<file path="src/sv/cbpa_pkg.sv">
// Shared types and constants of the chunked block pool allocator.
// No dependencies; compiled before every module of the block.
`default_nettype none

package cbpa_pkg;

    // Field widths of the request, the result and the registers.
    localparam int OP_W       = 1;
    localparam int CHUNK_W    = 4;
    localparam int SLOT_W     = 6;
    localparam int STATUS_W   = 2;
    localparam int BPC_W      = 7;
    localparam int LIMIT_W    = 5;
    localparam int TOP_W      = 7;
    localparam int CFG_IDX_W  = 1;
    localparam int CFG_DATA_W = 7;

    // Request operations.
    localparam logic [OP_W-1:0] OP_ALLOC = 1'b0;
    localparam logic [OP_W-1:0] OP_FREE  = 1'b1;

    // Result status codes.
    localparam logic [STATUS_W-1:0] STS_OK          = 2'd0;
    localparam logic [STATUS_W-1:0] STS_POOL_FULL   = 2'd1;
    localparam logic [STATUS_W-1:0] STS_BAD_HANDLE  = 2'd2;
    localparam logic [STATUS_W-1:0] STS_EXCESS_FREE = 2'd3;

    // Configuration register indexes.
    localparam logic [CFG_IDX_W-1:0] REG_BLOCKS_PER_CHUNK = 1'b0;
    localparam logic [CFG_IDX_W-1:0] REG_CHUNK_LIMIT      = 1'b1;

    // Register reset values.
    localparam logic [BPC_W-1:0]   BPC_RESET   = 7'd64;
    localparam logic [LIMIT_W-1:0] LIMIT_RESET = 5'd16;

    // Controller states.
    typedef enum logic [2:0] {
        ST_IDLE = 3'b001,
        ST_EXEC = 3'b010,
        ST_RESP = 3'b100
    } state_t;

    // Commands from the controller to the datapath.
    typedef struct packed {
        logic take;
        logic run;
        logic load;
        logic cfg_write;
    } dp_cmd_t;

endpackage

`default_nettype wire

</file>
<file path="src/sv/cbpa_ctrl.sv">
// Controller of the block pool allocator: request and result handshakes.
// Depends on cbpa_pkg; drives the command struct of cbpa_dp.
`default_nettype none

module cbpa_ctrl (
    input  logic              clk,
    input  logic              rst_n,
    input  logic              in_valid,
    output logic              in_ready,
    output logic              out_valid,
    input  logic              out_ready,
    input  logic              cfg_valid,
    output logic              cfg_ready,
    output cbpa_pkg::dp_cmd_t cmd
);
    import cbpa_pkg::*;

    state_t state_reg;
    state_t state_next;
    logic   out_valid_reg;
    logic   out_valid_next;
    logic   can_load;
    logic   take;
    logic   load;

    // The result register can take a new result when empty or draining.
    assign can_load  = !out_valid_reg || out_ready;
    assign cfg_ready = (state_reg == ST_IDLE);
    assign in_ready  = ((state_reg == ST_IDLE) && !cfg_valid)
                    || ((state_reg == ST_RESP) && can_load);
    assign take      = in_valid && in_ready;
    assign load      = (state_reg == ST_RESP) && can_load;
    assign out_valid = out_valid_reg;

    // Commands to the datapath.
    always_comb
    begin
        cmd.take      = take;
        cmd.run       = (state_reg == ST_EXEC);
        cmd.load      = load;
        cmd.cfg_write = cfg_valid && cfg_ready;
    end

    // Next state: a request is executed, then its result is handed over.
    always_comb
    begin
        state_next = state_reg;
        unique case (state_reg)
            ST_IDLE:
            begin
                if (take)
                begin
                    state_next = ST_EXEC;
                end
            end
            ST_EXEC:
            begin
                state_next = ST_RESP;
            end
            ST_RESP:
            begin
                if (can_load)
                begin
                    state_next = take ? ST_EXEC : ST_IDLE;
                end
            end
            default:
            begin
                state_next = ST_IDLE;
            end
        endcase
    end

    // Result valid flag.
    always_comb
    begin
        out_valid_next = out_valid_reg;
        if (load)
        begin
            out_valid_next = 1'b1;
        end
        else if (out_ready)
        begin
            out_valid_next = 1'b0;
        end
    end

    always_ff @(posedge clk or negedge rst_n)
    begin
        if (!rst_n)
        begin
            state_reg     <= ST_IDLE;
            out_valid_reg <= 1'b0;
        end
        else
        begin
            state_reg     <= state_next;
            out_valid_reg <= out_valid_next;
        end
    end

endmodule

`default_nettype wire

</file>
<file path="config.mk">
export PLATFORM = sky130hd
export DESIGN_NAME = cbpa_ctrl
export DESIGN_NICKNAME = d
export VERILOG_FILES = /design/src/sv/cbpa_pkg.sv /design/src/sv/cbpa_ctrl.sv
export SDC_FILE = /design/constraint.sdc
export NUM_CORES = 1
export LEC_CHECK = 0
export ABC_AREA = 1
export CAP_MARGIN = 30
export CORE_AREA = 10 10 47 49
export CTS_CLUSTER_DIAMETER = 80
export DETAILED_ROUTE_END_ITERATION = 8
export DIE_AREA = 0 0 57 59
export DONT_BUFFER_PORTS = 1
export PLACE_DENSITY_LB_ADDON = 0.2
export SYNTH_ARGS = -nofsm -noshare
export SYNTH_HDL_FRONTEND = slang
export SYNTH_SLANG_ARGS = --single-unit
</file>
<file path="constraint.sdc">
create_clock -name clk -period 1.2 [get_ports clk]
set_input_delay 0.3 -clock clk [delete_from_list [all_inputs] [get_ports clk]]
set_output_delay 0.3 -clock clk [all_outputs]
set_load 0.05 [all_outputs]
</file>
Word level (Yosys, flattened, before mapping):

Index checks and enable logic that the tools add are counted.

* register bits after elaboration: 4
* latch bits: 0
* bits in writable memories: 0
* memory bits (read-only): 0
* output and inout port bits: 7
* logic and storage cells: 23
* memories: 0

* add/sub/neg operators: 0
* multiply operators: 0
* divide/modulo/power cells: 0
* magnitude comparators: 0
* equality and inequality tests: 5
* shift-type cells: 0
* multiplexer cells: 6
* bitwise gates (word level): 0
* reductions and logical operators: 10

Operator list (number)
* one-hot mux 3 bit (3 select lines): 1
* 2-to-1 mux 3 bit: 2
* logical AND 1 bit: 4
* == test 3 x 1 -> 1 bit (second input constant): 1
* == test 3 x 2 -> 1 bit (second input constant): 1
* == test 3 bit (second input constant): 1
* zero test 1 bit: 2
* logical OR 1 bit: 2
* 2-to-1 mux 1 bit: 2
* 2-to-1 mux 2 bit: 1
* inequality test 2 x 1 -> 1 bit (second input constant): 1
* inequality test 2 bit (second input constant): 1
* AND reduction 2 bit: 1
* nonzero test 2 bit: 1

Depth between registers and ports, before layout:

Gate-level depths: netlist of the first run.

* depth in word-level cells: 8
* gate-level depth with buffers: 8
* depth with buffers taken out: 8

Least setup slack after synthesis of the first run:

Ideal clock, no wire load.

* path type: reg-to-output
* start point: register state_reg[0]
* end point: output cmd[0] in the netlist's numbering
* data arrival time: 1.440 ns
* setup slack: -0.540 ns
* stages on the path, launching flop included: 5
* buffers on the path: 0
* cells stage by stage: dfstp_2 inv_2 nor2_2 nand2_1 nor2_1

RTL lines
* start: declaration: line cbpa_ctrl.sv:18 `state_t state_reg;`
* start signal: assignment: line cbpa_ctrl.sv:97 `state_reg <= state_next;`
* end: declaration: line cbpa_ctrl.sv:14 `output cbpa_pkg::dp_cmd_t cmd`

==> results of run 1 <==
-- power breakdown --
| group | total (W) | internal, W | switching [W] |
|---|---|---|---|
| Clock | 0.000184 | 0.000125 | 0.0000590 |
| Sequential | 0.000218 | 0.000185 | 0.0000331 |
| Combinational | 0.000885 | 0.000351 | 0.000534 |
| Total | 0.00129 | 0.000661 | 0.000626 |
-- cell families (layout without fill, tap and decap cells) --
kind of cell           after synthesis  after routing  synth area share (%)
buffers and inverters               13             30                 20.93
flip-flops                           4              4                 37.68
AND/OR/NAND/NOR                     21             21                 41.39
-- how the worst max path moves through the flow --
stage | end | depth (start not counted) | slack [ps] | start
floorplan | cmd[3] | 7 | -300 | state_reg[0]
global placement | cmd[3] | 6 | -190 | state_reg[0]
detailed placement | cmd[3] | 6 | -200 | state_reg[0]
CTS | cmd[3] | 6 | -420 | state_reg[0]
global route | cmd[3] | 6 | -470 | state_reg[0]
finish | cmd[3] | 6 | -400 | state_reg[0]
-- per-stage QoR --
| step | setup TNS, ps | hold slack [ps] | instance area (µm²) | setup WS, ps |
|---|---|---|---|---|
| finish | -2448 | 268.9 | 519.2 | -399.0 |
| global route | -2987 | 273.5 | 519.2 | -467.1 |
| CTS | -2593 | 253.3 | 501.7 | -417.5 |
| detailed placement | -901.6 | 4.557 | 406.6 | -195.7 |
| global placement | -889.8 | 4.552 | 406.6 | -193.0 |
| floorplan | -658.3 | 4.409 | 316.6 | -298.9 |
-- cells in the final DEF (no fill, tap or decap) --
cell,netlist,layout
buf_4,2,9
inv_1,10,5
nand2_1,8,5
inv_2,1,3
nand2_4,0,3
nand2_2,3,3
clkbuf_4,0,3
buf_6,0,3
nor2_4,0,2
nand3_2,2,2
inv_8,0,2
nand3_1,3,2
buf_12,0,2
dfrtp_1,3,2
clkinvlp_4,0,1
nor2_2,2,1
nand3_4,0,1
nand4_1,1,1
nor3_1,1,1
clkbuf_1,0,1
dlygate4sd3_1,0,1
dfrtp_2,0,1
dfstp_2,1,1
-- layout make-up --
cell class	instances	share of cell area, %
sequential	4	19.76
timing repair buffer	15	29.16
clock buffer	4	5.060
tap	16	3.855
multi-input combinational	21	30.60
inverter	11	11.57
-- per-layer routing --
layer | track usage (%) | part of all wire, % | wire [µm]
met4 | 5.034 | 2.7 | 19
met3 | 1.931 | 8.1 | 57
met1 | 4.637 | 35 | 249
met5 | 0 | 0 | 0
met2 | 7.132 | 54 | 377
-- worst max-delay path, stage by stage, from the launching register on --
cell     delay, ps
dfstp_2        540
inv_2           50
nor2_4         110
nand3_2         90
nand2_4        100
nand2_4         70
inv_8           90
-- timing repair --
action	4_1_cts	5_1_grt
pin swaps	1	1
gates resized for setup	14	1
hold buffers	1	0
cloned	0	0
endpoints found under the setup margin	7	9
hold endpoints to repair	4	0
setup buffers	2	2
==> results by group, run 1 <==
Outcome
  – Status: finished with violations
  – Violated checks: setup timing

Cells and area
  – Non-filler instance count after layout: 71
  – Max FFs per register: 3
  – Area growth, synth to finish: 93.02%
  – Share of layout cells above drive strength 1: 67.27%
  – FF/Latch Area: 102.6 µm²
  – Filler cells: 157
  – Multi-input gate area: 158.9 µm²
  – Final core utilization: 37.05%
  – Final nets: 61
  – Antenna Cells: 0

Global route
  – Largest net degree at the start of global routing: 5
  – Antenna violations before repair: 0
  – Gr usage total: 4.712%
  – Vias in the first global route: 272
  – First-pass GRT wire length: 1179 µm
  – Gr ovfl total: 0

Logic synthesis
  – Top-count cell post-synth: inv_1
  – Mapped Area: 269.0 µm²
  – Distinct cell type count after synthesis: 13
  – Net Count, Synth: 43
  – Post-synth top cells: 10 x inv_1, 8 x nand2_1, 3 x dfrtp_1, 3 x nand2_2, 3 x nand3_1
  – Sequential fraction of the synthesis area: 37.67%
  – Main synth FF type: dfrtp_1
  – Yosys reg bits: 4
  – Avg Synthesized Cell Area: 7.079 µm²
  – Top post-synthesis cells by area: dfrtp_1 28%, inv_1 14%, nand2_1 11%
  – Mapped Cells: 38
  – Post-synth EDFFs: 0
  – Synth top area share: 27.91%
  – Largest area contributor in the netlist: dfrtp_1
  – Asr flop ratio synth: 100.0%
  – Yosys warns: 0

Timing
  – Rel. slew slack: 82.40%
  – Final Hold Fails: 0
  – Slew @ Worst Pin: 263.5 ps
  – Worst Slack Setup Final: -399.0 ps
  – F_max: 625.4 MHz
  – Max-slew violations: 0
  – Final clock skew: 1.793 ps
  – Final cycle utilization of the critical path: 133.2%
  – Final setup viols: 8
  – Unrepaired setup endpoints after global routing: true
  – Final min period: 1599 ps

Critical path
  – Crit end category: primary output
  – Critical path class: register to primary output
  – Critical Path Start Type: register
  – Worst r2r src: state_reg[0]
  – Critical Path RT: 900 ps
  – Reg-to-reg slack, setup: -240 ps
  – FF-to-FF End: state_reg[0]
  – Critical path fanouts, max: 3
  – Cells on worst reg2reg path: 10
  – Critical path arrival: 1300 ps

Route
  – Via/cell ratio: 3.831
  – DR WL/cell: 9.901 µm
  – 1st-pass router iterations: 4
  – Routed WL: 703 µm
  – Final ANT Viol Nets: 0
  – Drt initial violations: 4
  – DRC: 0
  – Vias after detailed routing: 272

Floorplanning
  – Chip Height: 59 µm
  – FP Rows: 14
  – Starting density of the core: 19.20%
  – Die area: 3363 µm²
  – # IOs: 12
  – Core Box Area: 1401 µm²
  – Die width: 57 µm

Worst hold path
  – Worst hold stages: 3
  – Worst Hold Class: primary input to register
  – Hold Crit Start: out_ready
  – Worst hold endpoint: out_valid

CTS
  – H-tree depth: 1
  – CTS tree: done
  – Clock Latency Late Sink: 240 ps
  – Clock transition at path regs: 40 ps
  – Clock Tree Root: clkbuf_4
  – CTS max path bufs: 2
  – CTS buffer count: 3
  – CTS sink cnt: 4

Pwr
  – Total Power: 0.001287 W
  – Power Dens Cells: 2479 nW/µm²
  – VDD IR max: 900.1 µV
  – Pleak: 0.2745 nW

Place
  – IO buf count: 0
  – GP Congestion: 0.6615
  – Cell count after placement: 62
  – DP Wirelength: 583.5 µm

Flow run
  – Max-Cap Viols: 0
Power figures use the tool's default switching activity.
==> run 2: changes to the inputs <==
--- a/config.mk
+++ b/config.mk
@@ -5,7 +5,6 @@
 export SDC_FILE = /design/constraint.sdc
 export NUM_CORES = 1
 export LEC_CHECK = 0
-export ABC_AREA = 1
 export CAP_MARGIN = 30
 export CORE_AREA = 10 10 47 49
 export CTS_CLUSTER_DIAMETER = 80
==> run 2 against run 1 <==
The flow still finishes with violations (setup timing). Sequential cell count did not move. Via count rose by 2.6%. Largest cell class unchanged. Critical endpoint unchanged. Sequential share of layout area shrank 0.51 points. Core utilization rose by 0.98 points. Routed wire length increased by 14%. Setup slack lost 110 ps.
==> results by group, run 2 <==
Global route
  – Met3 GRT Util: 3.648% (+1.7 points)
  – GR peak layer: met2
  – Met1 GRT Util: 4.384% (-0.25 points)
  – Met2 usage: 8.992% (+1.9 points)
  – Vias in the first global route: 325 (+19%)
  – First-pass GRT wire length: 1435 µm (+22%)
  – Gr ovfl total: 0 (unchanged)
  – Antenna violations before repair: 0 (unchanged)
  – Gr usage total: 5.872% (+1.2 points)
  – Largest net degree at the start of global routing: 7 (+2)

Logic synthesis
  – Synth top area share: 26.43% (-1.5 points)
  – Asr flop ratio synth: 100.0% (unchanged)
  – Main synth FF type: dfrtp_1
  – Top post-synthesis cells by area: dfrtp_1 26%, nand2b_4 9.7%, dfstp_2 9.3%
  – Top-count cell post-synth: dfrtp_1
  – Distinct cell type count after synthesis: 19 (+6)
  – Sequential fraction of the synthesis area: 35.68% (-2.0 points)
  – Yosys warns: 0 (unchanged)
  – Avg Synthesized Cell Area: 10.14 µm² (+43%)
  – Mapped Area: 284.0 µm² (+5.6%)
  – Net Count, Synth: 33 (-23%)
  – Post-synth EDFFs: 0 (unchanged)
  – Mapped Cells: 28 (-26%)
  – Largest area contributor in the netlist: dfrtp_1
  – Yosys reg bits: 4 (unchanged)

Critical path
  – Critical Path Start: state_reg[0]
  – CP Depth: 4 (-2)
  – CP peak stage delay: 560 ps (+20 ps)
  – Worst-path cell chain: nand2b_4 > o22a_4 > nor3_4 > buf_6
  – Crit end category: primary output
  – Worst path top cell family by delay: flip-flops
  – Worst r2r src: state_reg[0]
  – FF-to-FF End: state_reg[1]
  – Cells on worst reg2reg path: 4 (-6)
  – Critical Path RT: 900 ps (about the same)
  – CP Buf/Inv Count: 1 (-1)
  – Critical path fanouts, max: 3 (unchanged)
  – Slowest cell on crit path: dfstp_2
  – Critical path class: register to primary output
  – Critical path arrival: 1410 ps (+110 ps)
  – Critical Path Start Type: register
  – Reg-to-reg slack, setup: 40 ps (+280 ps)

Worst hold path
  – Worst Hold Class: primary input to register
  – Hold Crit Start: cfg_valid
  – Worst hold endpoint: state_reg[0]
  – Worst hold stages: 2 (-1)

CTS
  – Post-CTS Setup Repair Bufs: 0 (-2)
  – H-tree depth: 1 (unchanged)
  – Clock Latency Late Sink: 250 ps (about the same)
  – CTS sink cnt: 4 (unchanged)
  – Clock transition at path regs: 40 ps (about the same)
  – Clock Tree Root: clkbuf_4
  – CTS buffer count: 3 (unchanged)
  – CTS tree: done
  – CTS max path bufs: 2 (unchanged)

Cells and area
  – Share of layout cells above drive strength 1: 73.33% (+6.1 points)
  – Max FFs per register: 3 (unchanged)
  – Most common cell after layout, fill and taps aside: buf_4
  – Most frequent cells in the layout: 7 x buf_4, 5 x buf_6, 3 x clkbuf_4
  – Final nets: 51 (-16%)
  – Area growth, synth to finish: 87.67%
  – Filler cells: 156 (-0.64%)
  – Antenna Cells: 0 (unchanged)
  – Final core utilization: 38.04% (+0.98 points)

Pwr
  – Power Dens Cells: 1281 nW/µm² (-48%)
  – VDD IR max: 487.3 µV (-46%)
  – Total Power: 0.0006828 W (-47%)
  – Pleak: 0.2206 nW (-20%)

Route
  – Drt initial violations: 0 (-4)
  – Routed WL: 803 µm (+14%)
  – DR WL/cell: 13.16 µm (+33%)
  – Via/cell ratio: 4.574 (+19%)
  – Final ANT Viol Nets: 0 (unchanged)
  – DRC: 0 (unchanged)
  – Vias after detailed routing: 279 (+2.6%)
  – 1st-pass router iterations: 1 (-3)

Outcome
  – Violated checks: setup timing
  – Status: finished with violations

Flow run
  – Max-Cap Viols: 0 (unchanged)

Floorplanning
  – FP Rows: 14 (unchanged)
  – Core Box Area: 1401 µm² (unchanged)
  – # IOs: 12 (unchanged)
  – Die area: 3363 µm² (unchanged)
  – Die width: 57 µm (unchanged)
  – Starting density of the core: 20.27% (+1.1 points)
  – Chip Height: 59 µm (unchanged)

Timing
  – Max-slew violations: 0 (unchanged)
  – F_max: 585.7 MHz (-6.4%)
  – Final Hold Fails: 0 (unchanged)
  – Worst Slack Setup Final: -507.4 ps (-108.4 ps)
  – Slew @ Worst Pin: 338.8 ps (+75.24 ps)
  – Final clock skew: 5.648 ps (+3.855 ps)
  – Rel. slew slack: 77.42% (-5.0 points)
  – Final cycle utilization of the critical path: 142.3% (+9.0 points)
  – Unrepaired setup endpoints after global routing: true
  – Final min period: 1707 ps (+108.4 ps)
  – Final setup viols: 6 (-2)

Place
  – DP Wirelength: 656.4 µm (+12%)
  – GP Congestion: 0.7015 (+6.0%)
  – IO buf count: 0 (unchanged)
  – DP Worst Slack: -277.8 ps (-82.08 ps)
run 2: changes by cell type after synthesis, sizes merged, moves of 2 or more:
cell | previous run | this run
inv | 11 | 1
nor3 | 1 | 4
a21oi | 0 | 2
o21ai | 0 | 2
nand2 | 11 | 0
nand3 | 5 | 0
nand2b | 0 | 4
run 2: power by group:
| part | switching [W] | internal [W] |
|---|---|---|
| Sequential | 0.0000184 | 0.000151 |
| Combinational | 0.000168 | 0.000150 |
| Clock | 0.0000690 | 0.000126 |
| Total | 0.000256 | 0.000427 |
run 2: stage by stage:
| step | setup TNS (ps) | area [µm²] | std cells | hold WS (ps) |
|---|---|---|---|---|
| after global routing | -2754 | 533.0 | 61 | 297.1 |
| after detailed placement | -1039 | 464.2 | 56 | 4.547 |
| after floorplan | -1110 | 340.3 | 28 | 4.409 |
| after global placement | -998.9 | 464.2 | 56 | 4.539 |
| final | -2433 | 533.0 | 61 | 294.9 |
| after CTS | -2554 | 525.5 | 61 | 294.0 |
run 2: cell families after synthesis:
group	Yosys count	share of synthesized area, %
compound gates	6	18.94
buf+inv	4	8.366
flops	4	35.68
simple gates	14	37.01
run 2: how the worst max path moves through the flow:
| stage | end | slack, ps |
|---|---|---|
| 6_report | cmd[3] | -510 |
| 5_1_grt | cmd[3] | -570 |
| 4_1_cts | cmd[3] | -520 |
| 3_5_place_dp | cmd[3] | -280 |
| 3_3_place_gp | cmd[3] | -260 |
| 2_1_floorplan | cmd[0] | -330 |
run 2: what timing repair did:
item	in CTS	in global routing
setup endpoints to repair	6	7
pin swaps	3	1
resized for setup	6	2
hold endpoints to repair	4	0
hold buffers	1	0
run 2: layout make-up:
cell class | count | area [µm²] | area share (%)
well taps | 16 | 20.02 | 3.756
repair buffers | 16 | 173.9 | 32.63
clock buffers | 4 | 26.28 | 4.930
inverters | 1 | 3.754 | 0.7042
multi-input cells | 20 | 206.4 | 38.73
flip-flops and latches | 4 | 102.6 | 19.25
run 2: worst reg2reg max path, stage by stage, from the launching register on:
cell and delay [ps]:
dfstp_2 560, nand2b_4 60, o22a_4 250, buf_4 140
nor3_2 90
run 2: layer usage:
| layer | part of all wire (%) | up-vias |
|---|---|---|
| met2 | 53 | 9 |
| li1 | - | 128 |
| met5 | 0 | - |
| met1 | 31 | 137 |
| met4 | 6.2 | 0 |
| met3 | 9.1 | 5 |
